<file path="src/sv/bdlp_pkg.sv">
`timescale 1ns / 1ps
// ----------------------------------------------------------------------------
// bdlp_pkg: shared types and constants
// field widths, register indexes, reset values and the control and status
// structs that pass between the top level and the per-button cells
// ----------------------------------------------------------------------------
package bdlp_pkg;

    localparam int TIMER_WIDTH     = 16;
    localparam int CFG_DATA_WIDTH  = 16;
    localparam int CFG_INDEX_WIDTH = 2;
    localparam int PIN_WIDTH       = 3;
    localparam int INDEX_WIDTH     = 2;
    localparam int HIST_DEPTH      = 3;

    localparam logic [TIMER_WIDTH-1:0] LONG_PRESS_DELAY_RESET = 16'd2000;
    localparam logic [TIMER_WIDTH-1:0] REPEAT_PERIOD_RESET    = 16'd250;
    localparam logic                   PRESSED_LEVEL_RESET    = 1'b0;
    // released level for the reset of the sample history and the accepted level
    localparam logic                   RAW_LEVEL_RESET        = 1'b1;

    localparam logic MODE_TICK = 1'b0;
    localparam logic MODE_READ = 1'b1;

    typedef enum logic [CFG_INDEX_WIDTH-1:0] {
        REG_LONG_PRESS_DELAY = 2'd0,
        REG_REPEAT_PERIOD    = 2'd1,
        REG_PRESSED_LEVEL    = 2'd2
    } cfg_reg_t;

    typedef struct packed {
        logic [TIMER_WIDTH-1:0] long_press_delay;
        logic [TIMER_WIDTH-1:0] repeat_period;
        logic                   pressed_level;
    } button_cfg_t;

    typedef struct packed {
        logic tick;
        logic read_clear;
    } button_ctrl_t;

    typedef struct packed {
        logic press_flag;        // current flag, before this beat
        logic long_press_next;   // long-press after this beat
        logic pressed_next;      // debounced pressed after this beat
    } button_status_t;

endpackage

</file>
<file path="src/sv/bdlp_button.sv">
`timescale 1ns / 1ps
// ----------------------------------------------------------------------------
// bdlp_button: debounce and long-press cell for one button
// three-sample history, accepted level, hold timer, long-press and press flags
// ----------------------------------------------------------------------------
module bdlp_button (
    input  logic                    clk,
    input  logic                    rst_n,
    input  bdlp_pkg::button_cfg_t   cfg,
    input  bdlp_pkg::button_ctrl_t  ctrl,
    input  logic                    level,
    output bdlp_pkg::button_status_t status
);
    import bdlp_pkg::*;

    logic [HIST_DEPTH-1:0]  hist_reg, hist_next;     // bit 0 is the oldest
    logic                   accepted_reg, accepted_next;
    logic [TIMER_WIDTH-1:0] timer_reg, timer_next;
    logic                   long_press_reg, long_press_next;
    logic                   press_flag_reg, press_flag_next;
    logic [TIMER_WIDTH-1:0] timer_dec;
    logic                   agree;

    assign timer_dec = timer_reg - TIMER_WIDTH'(1);
    assign agree     = (hist_reg[1] == level) && (hist_reg[2] == level);

    always_comb
    begin
        hist_next       = hist_reg;
        accepted_next   = accepted_reg;
        timer_next      = timer_reg;
        long_press_next = long_press_reg;
        press_flag_next = press_flag_reg;
        if (ctrl.tick)
        begin
            hist_next = {level, hist_reg[2:1]};
            if (agree)
            begin
                if (accepted_reg != level)
                begin
                    accepted_next = level;
                    if (level == cfg.pressed_level)
                    begin
                        press_flag_next = 1'b1;
                        timer_next = long_press_reg ? cfg.repeat_period
                                                    : cfg.long_press_delay;
                    end
                end
                else if (level == cfg.pressed_level)
                begin
                    timer_next = timer_dec;
                    if (timer_dec == '0)
                    begin
                        // force a release so the held button repeats
                        accepted_next   = ~cfg.pressed_level;
                        long_press_next = 1'b1;
                    end
                end
            end
            else
            begin
                long_press_next = 1'b0;
            end
        end
        else if (ctrl.read_clear)
        begin
            press_flag_next = 1'b0;
        end
    end

    always_ff @(posedge clk or negedge rst_n)
    begin
        if (!rst_n)
        begin
            hist_reg       <= {HIST_DEPTH{RAW_LEVEL_RESET}};
            accepted_reg   <= RAW_LEVEL_RESET;
            timer_reg      <= '0;
            long_press_reg <= 1'b0;
            press_flag_reg <= 1'b0;
        end
        else
        begin
            hist_reg       <= hist_next;
            accepted_reg   <= accepted_next;
            timer_reg      <= timer_next;
            long_press_reg <= long_press_next;
            press_flag_reg <= press_flag_next;
        end
    end

    assign status.press_flag      = press_flag_reg;
    assign status.long_press_next = long_press_next;
    assign status.pressed_next    = (accepted_next == cfg.pressed_level);

endmodule

</file>
<file path="src/sv/button_debounce_long_press.sv">
`timescale 1ns / 1ps
// ----------------------------------------------------------------------------
// button_debounce_long_press: multi-button debouncer with long-press repeat
// per-button cells plus one output register on a valid/ready stream
// ----------------------------------------------------------------------------
// usage:
//   input channel (in_valid/in_ready): one beat is either a sample tick
//   (mode 0, pin_levels carries one raw sample per button) or a read
//   (mode 1, button_index picks the press flag to return and clear)
//   output channel (out_valid/out_ready): exactly one result beat per input
//   beat, in order, carrying the state as it stands after that beat
//   latency: the result is valid the cycle after the input beat is taken
//   throughput: one beat per cycle while out_ready allows; the whole update is a single pass of
//   per-button logic between the state registers and the output register
//   stall: in_ready stays high while the output register is empty or is
//   being drained in the same cycle, so a held result blocks only the
//   next beat and is never lost or duplicated
//   reset: every button is released, timers and flags are cleared, and the
//   registers return to 2000 / 250 / pressed-low
//   config (cfg_write/cfg_index/cfg_data): single-cycle writes, meant to
//   be issued while no beat is in flight; unused indexes are ignored
// ----------------------------------------------------------------------------
module button_debounce_long_press #(
    parameter int BUTTON_COUNT = 3
) (
    input  logic                                 clk,
    input  logic                                 rst_n,
    // configuration write port
    input  logic                                 cfg_write,
    input  logic [bdlp_pkg::CFG_INDEX_WIDTH-1:0] cfg_index,
    input  logic [bdlp_pkg::CFG_DATA_WIDTH-1:0]  cfg_data,
    // input beats
    input  logic                                 in_valid,
    output logic                                 in_ready,
    input  logic                                 mode,
    input  logic [bdlp_pkg::PIN_WIDTH-1:0]       pin_levels,
    input  logic [bdlp_pkg::INDEX_WIDTH-1:0]     button_index,
    // result beats
    output logic                                 out_valid,
    input  logic                                 out_ready,
    output logic                                 press_reported,
    output logic [bdlp_pkg::PIN_WIDTH-1:0]       long_press_active,
    output logic [bdlp_pkg::PIN_WIDTH-1:0]       accepted_pressed
);
    import bdlp_pkg::*;

    // configuration registers
    button_cfg_t cfg_reg;

    always_ff @(posedge clk or negedge rst_n)
    begin
        if (!rst_n)
        begin
            cfg_reg.long_press_delay <= LONG_PRESS_DELAY_RESET;
            cfg_reg.repeat_period    <= REPEAT_PERIOD_RESET;
            cfg_reg.pressed_level    <= PRESSED_LEVEL_RESET;
        end
        else if (cfg_write)
        begin
            unique case (cfg_reg_t'(cfg_index))
                REG_LONG_PRESS_DELAY: cfg_reg.long_press_delay <= cfg_data;
                REG_REPEAT_PERIOD:    cfg_reg.repeat_period    <= cfg_data;
                REG_PRESSED_LEVEL:    cfg_reg.pressed_level    <= cfg_data[0];
                default:              ; // no register behind this index
            endcase
        end
    end

    // handshake: the output register frees up when its beat is taken
    logic accept;
    logic out_valid_reg;

    assign in_ready = !out_valid_reg || out_ready;
    assign accept   = in_valid && in_ready;

    // per-button cells
    button_status_t status [BUTTON_COUNT];
    logic [PIN_WIDTH-1:0] lp_next, pressed_next;

    for (genvar i = 0; i < BUTTON_COUNT; i++)
    begin : g_button
        button_ctrl_t ctrl;
        logic         level;

        assign ctrl.tick       = accept && (mode == MODE_TICK);
        // reads of a missing button match no cell and change nothing
        assign ctrl.read_clear = accept && (mode == MODE_READ)
                                 && (32'(button_index) == i);

        // buttons past the pin field always sample low
        if (i < PIN_WIDTH)
        begin : g_pin
            assign level = pin_levels[i];
        end
        else
        begin : g_no_pin
            assign level = 1'b0;
        end

        bdlp_button u_button (
            .clk    (clk),
            .rst_n  (rst_n),
            .cfg    (cfg_reg),
            .ctrl   (ctrl),
            .level  (level),
            .status (status[i])
        );
    end

    // only the first PIN_WIDTH (3) buttons have status bits on the ports
    for (genvar b = 0; b < PIN_WIDTH; b++)
    begin : g_out_bit
        if (b < BUTTON_COUNT)
        begin : g_used
            assign lp_next[b]      = status[b].long_press_next;
            assign pressed_next[b] = status[b].pressed_next;
        end
        else
        begin : g_unused
            assign lp_next[b]      = 1'b0;
            assign pressed_next[b] = 1'b0;
        end
    end

    // press flag of the addressed button, old value
    logic reported_next;

    always_comb
    begin
        reported_next = 1'b0;
        if (mode == MODE_READ)
        begin
            for (int i = 0; i < BUTTON_COUNT; i++)
            begin
                if (32'(button_index) == i)
                begin
                    reported_next = status[i].press_flag;
                end
            end
        end
    end

    // output register
    logic                 reported_reg;
    logic [PIN_WIDTH-1:0] lp_reg, pressed_reg;

    always_ff @(posedge clk or negedge rst_n)
    begin
        if (!rst_n)
        begin
            out_valid_reg <= 1'b0;
        end
        else if (accept)
        begin
            out_valid_reg <= 1'b1;
        end
        else if (out_ready)
        begin
            out_valid_reg <= 1'b0;
        end
    end

    always_ff @(posedge clk)
    begin
        if (accept)
        begin
            reported_reg <= reported_next;
            lp_reg       <= lp_next;
            pressed_reg  <= pressed_next;
        end
    end

    assign out_valid         = out_valid_reg;
    assign press_reported    = reported_reg;
    assign long_press_active = lp_reg;
    assign accepted_pressed  = pressed_reg;

endmodule
</file>
<file path="config.mk">
export PLATFORM = sky130hd
export DESIGN_NAME = button_debounce_long_press
export DESIGN_NICKNAME = d
export VERILOG_FILES = /design/src/sv/bdlp_pkg.sv /design/src/sv/bdlp_button.sv /design/src/sv/button_debounce_long_press.sv
export SDC_FILE = /design/constraint.sdc
export NUM_CORES = 1
export LEC_CHECK = 0
export ABC_CLOCK_PERIOD_IN_PS = 5000
export BUFFER_PORTS_ARGS = -buffer_cell sky130_fd_sc_hd__buf_2
export CAP_MARGIN = 20
export CORE_ASPECT_RATIO = 0.5
export CORE_MARGIN = 4
export CORE_UTILIZATION = 50
export CTS_CLUSTER_SIZE = 30
export DETAILED_ROUTE_END_ITERATION = 8
export PLACE_DENSITY = 0.67
export SLEW_MARGIN = 10
export SYNTH_ARGS = -nofsm -noshare
export SYNTH_HDL_FRONTEND = slang
export SYNTH_SLANG_ARGS = --single-unit
</file>
<file path="constraint.sdc">
create_clock -name clk -period 5 [get_ports clk]
set_input_delay 0.25 -clock clk [delete_from_list [all_inputs] [get_ports clk]]
set_output_delay 0.25 -clock clk [all_outputs]
set_load 0.005 [all_outputs]
</file>
# After elaboration in Yosys (flattened, before gate mapping)
# Cells that the tools add are included.
totals:
  output_inout_bits: 9
  regBits: 107
classes:
  n_mux: 62
  addsub: 3
  eq_ne: 28
  bitwise_logic: 2
  n_reduce_logical: 29
ops:
  columns: ["op", "n"]
  rows:
  - ["2-to-1 mux 16 bit", 12]
  - ["2-to-1 mux 1 bit", 50]
  - ["logical NOT 16 bit", 3]
  - ["subtractor 16 x 1 -> 16 bit (second input constant)", 3]
  - ["inequality test 2 x 1 -> 1 bit (second input constant)", 9]
  - ["equality test 1 bit", 12]
  - ["AND reduction 4 bit", 3]
  - ["logical AND 1 bit", 9]
  - ["AND reduction 3 bit", 3]
  - ["nonzero test 2 bit", 4]
  - ["AND reduction 2 bit", 3]
  - ["equality test 2 x 1 -> 1 bit (second input constant)", 2]
  - ["equality test 2 bit (second input constant)", 2]
  - ["logical NOT 2 bit", 2]
  - ["inequality test 1 bit", 3]
  - ["inverter 1 bit", 2]
  - ["logical NOT 1 bit", 1]
  - ["logical OR 1 bit", 1]

# Logic depth before layout (Yosys ltp)
depth:
  ltp_word: 8
  ltp_mapped: 10
  depth_no_buf: 8

# Cells and area by module
# Synthesis repeated with hierarchy kept, for this count alone.
hier_totals:
  cells_unflattened: 753
  area_unflattened_um2: 6901.6
by_module_without_submodules:
  columns: ["module", "n_inst", "cells_per_inst", "area_per_inst_um2"]
  rows:
  - ["bdlp_button at g_button[0].u_button ...", 2, 225, 1801.7]
  - ["bdlp_button at g_button[2].u_button", 1, 209, 1694.1]
  - ["button_debounce_long_press", 1, 94, 1604.0]

# Least setup slack after synthesis
# Ideal clock, no wire load.
synth_timing:
  path_kind: "register -> register"
  start: "register g_button[1].u_button.timer_reg[0]"
  end: "register pressed_reg[1] (netlist: accepted_pressed[1]), data pin"
  stages_incl_launch_ff: 10
  path_buffers: 1
  setup_ps: 273
  t_required_ps: 4727
  arrival_ps: 2421
  setup_slack_ps: 2305
  period_less_slack_ps: 2695
  cell_sequence: "dfrtp_1 -> inv_1 -> ha_1 -> buf_2 -> or4b_4 -> nor4b_1 -> xor2_1 -> a211o_1 -> o311ai_0 -> nand3_1"
synth_lines:
  columns: ["item", "line_no", "rtl"]
  rows:
  - ["start, declared", "bdlp_button.sv:18", "logic [TIMER_WIDTH-1:0] timer_reg, timer_next;"]
  - ["start signal, assigned", "bdlp_button.sv:85", "timer_reg <= timer_next;"]
  - ["end signal, assigned", "button_debounce_long_press.sv:169", "pressed_reg <= pressed_next;"]
  - ["end, declared", "button_debounce_long_press.sv:145", "logic [PIN_WIDTH-1:0] lp_reg, pressed_reg;"]

==> run summary <==
The reg-to-reg setup timing slack is 2.00 ns. The fraction of final layout cells with drive strength greater than 1 came out at 0.195. The antenna violation net count after detailed routing came out at 0. Timing would allow up to 0.333 GHz. The sequential-to-total area share from yosys stat came out at 0.400. The worst pin sits at a relative slew slack of 0.247. The delay of the slowest cell on the worst path came out at 0.52 ns. Buffers placed on the I/O ports in this run total 37. The worst setup path is captured at a register. The post-synthesis area per instance came out at 9.08 um2. The proportion of netlist area held by the largest area contributor is 0.286. For the pin with the worst max-slew slack, the measured transition is 1.12 ns. Walking the worst path, the cells encountered are inv_1 -> ha_1 -> or4b_4 -> nor4b_1 -> xor2_1 -> a211o_1 -> o311ai_0 -> nand3_1. The met1 routed wirelength after detailed routing is 8620 um. Routability-driven placement finished with a final weighted congestion of 0.881. The routed design uses 937 um of met3 wire. Compared with the post-synthesis result, the final layout area differs by 9.35%.

The number of warnings printed during yosys synthesis came out at 0. The initial antenna violation count came out at 0. The half-perimeter wire length after placement came out at 12,200 um. The period utilization is 0.600.

The initial core utilization is 0.518. The width of the chip came out at 171 um. The row count is 29. The die is 89.6 um tall. The flow ran to the end, and the final reports show no timing, DRC or antenna violations. The average wire per cell in the routed design is 18.8 um. For this design the top-level I/O count stands at 38. Data on the critical path arrives at its endpoint at 3.09 ns. Summed over all layers, the routed wires come to 17,300 um.

The wire length on met2 came out at 7490 um. Counting instances in the post-synthesis netlist gives the leading cell types as dfrtp_1, o21ai_0, nand2_1. The areal power density over the cells is 480 nW/um2.

Entering global routing, the biggest net connects 52 pins. The via count normalized by instance count is 6.21. The final net count came out at 778. The clock tree from TritonCTS is yes. The global-route wire length before repair came out at 27,500 um. For this design, the slowest cell found on the critical path is or4b_4. Along the worst path, the maximum fanout reaches 8.

The die covers 15,300 um2. Setup repair after global routing left no endpoint under its margin. The number of max-cap violations came out at 0.

The flip-flop count of the largest register after layout came out at 48. In the routed design, unresolved DRC markers number 0. The clock skew after layout came out at 0.00940 ns. Synthesis handed over a netlist of 733 instances. After routing, the total negative slack on setup checks comes to 0 ns. The via count of the first global-routing pass is 5,049. In this run, CTS created clock tree buffers numbering 9.

The total congestion overflow came out at 0. The length in cells of the worst reg-to-reg path is 8. The via count is 5,697.

Summed over all instances, the cell type with the most area after synthesis is dfrtp_1. The floorplan step defined a core boundary enclosing 12,800 um2. Synthesis inferred 104 register bits. The count of endpoints failing hold in the final timing report came to 0. Among all cell types in the netlist, the one instantiated most often is dfrtp_1.

The starting DRC count in detailed routing came out at 437. The number of enable flip-flop cells after synthesis came out at 7. Among all flip-flop cells after synthesis, the most frequent one is dfrtp_1.

The netlist area before placement is 6650 um2. By area the synthesized netlist is led by dfrtp_1, dfstp_2, mux2_2. The type of the most critical hold path is in2reg.

The critical path data required time is 5.09 ns. The hold path depth came out at 2. The largest vdd supply drop is 0.000230 V.

The minimum period implied by the final worst setup slack came out at 3.00 ns. The tree is rooted in a clkbuf_16. The worst hold-check slack came out at 0.128 ns. The net count after synthesis came out at 768. The critical path is of the reg2reg type. The first-pass iteration count of the detailed router came out at 7.

The worst setup path is launched from a register. The share of flip-flops with an asynchronous set or reset after synthesis came out at 0.933. The register clock-pin slew on the reported worst setup and hold paths came out at 0.07 ns. For this design, the sink count on the clock tree is 104.

Signal routing reaches up to met4. The final-report max-slew violation count came out at 0. The H-tree was split into 3 levels. Setup violations remaining at the end of the flow were counted as 0. The cell leakage power is 2.78 nW. 0 antenna diodes ended up in the layout.

The clock reaches the later pin of the worst-skew pair after 0.35 ns. The number of library cell types mapped by synthesis came out at 71. In the global route stage, overall resource usage came out at 0.229. The maximum buffer depth of the clock tree came out at 2.
## power by group
group          internal, W  switching (W)  total [W]
logic             0.000548       0.000687    0.00124
registers          0.00113       0.000381    0.00151
clock network     0.000437       0.000313   0.000750
total              0.00211        0.00138    0.00350
## per-layer routing
| layer | vias to the layer above | track usage |
|---|---|---|
| met4 | 0 | 0.0489 |
| li1 | 2749 | - |
| met5 | - | 0 |
| met2 | 155 | 0.346 |
| met3 | 15 | 0.0358 |
| met1 | 2778 | 0.348 |
## through the flow
| stage | std cells | power [W] | cell area (um2) | worst slack (ns) | util |
|---|---|---|---|---|---|
| final | 918 | 0.00350 | 7270 | 2.00 | 0.566 |
| after global routing | 918 | 0.00374 | 7270 | 1.69 | 0.566 |
| after CTS | 917 | 0.00350 | 7270 | 2.01 | 0.566 |
| after global placement | 900 | 0.00271 | 6940 | 2.13 | 0.541 |
| after floorplan | 733 | 0.00239 | 6650 | 2.31 | - |
| after detailed placement | 900 | 0.00273 | 6940 | 2.03 | 0.541 |
## worst paths after layout
kind | endpoint | from
max | accepted_pressed[1]$_DFFE_PP_ | g_button[1].u_button.timer_reg[0]$_DFFE_PN0P_
max reg2reg | accepted_pressed[1]$_DFFE_PP_ | g_button[1].u_button.timer_reg[0]$_DFFE_PN0P_
min reg2reg | g_button[2].u_button.hist_reg[1]$_DFFE_PN1P_ | g_button[2].u_button.hist_reg[1]$_DFFE_PN1P_
min in group asynchronous | g_button[2].u_button.timer_reg[0]$_DFFE_PN0P_ | rst_n
max in group asynchronous | cfg_reg[18]$_DFFE_PN0P_ | rst_n
min | g_button[1].u_button.press_flag_reg$_DFFE_PN0P_ | button_index[0]
## final cells by class
type                       count  area, um2
timing repair buffer          48        273
fill                        1136       5570
inverter                      11       41.3
sequential                   104       2660
clock buffer                  10        229
tap                          170        213
clock inverter                 6       83.8
multi-input combinational    569       3770
## critical path, delay by kind of cell, from the launching register on
family | cells | cell delay, ns
flip-flops | 1 | 0.46
AND/OR/NAND/NOR | 3 | 1.09
XOR/XNOR | 1 | 0.12
adder cells (fa/ha/maj) | 1 | 0.33
buffers and inverters | 1 | 0.09
AO/OA/AOI/OAI | 2 | 0.64
## cell usage in the layout, fill, tap and decap left out, drive strengths merged, types with 11 or more instances in the layout
cell type / n
mux2i: 36
buf: 47
inv: 11
or3: 16
dfstp: 21
nand3: 13
nor4: 13
o21ai: 75
nand2: 59
nor2: 57
o22ai: 12
nor3: 28
a31oi: 12
a21oi: 48
nor2b: 11
a22o: 11
dfrtp: 76
mux2: 47
## logic make-up (layout without fill, tap and decap cells)
logic type | Yosys count | after routing | synth area share
simple gates | 258 | 258 | 0.208
compound gates | 210 | 210 | 0.195
flops | 104 | 104 | 0.400
mux | 83 | 83 | 0.134
buf+inv | 60 | 75 | 0.0355
xor+xnor | 12 | 12 | 0.0158
fa+ha+maj | 6 | 6 | 0.0113
## what timing repair did
item | CTS | global route
resized for setup | 0 | 0
hold buffers | 1 | 0
endpoints found under the hold margin | 36 | 0
buffers inserted | 0 | 0
Power figures use the tool's default switching activity.
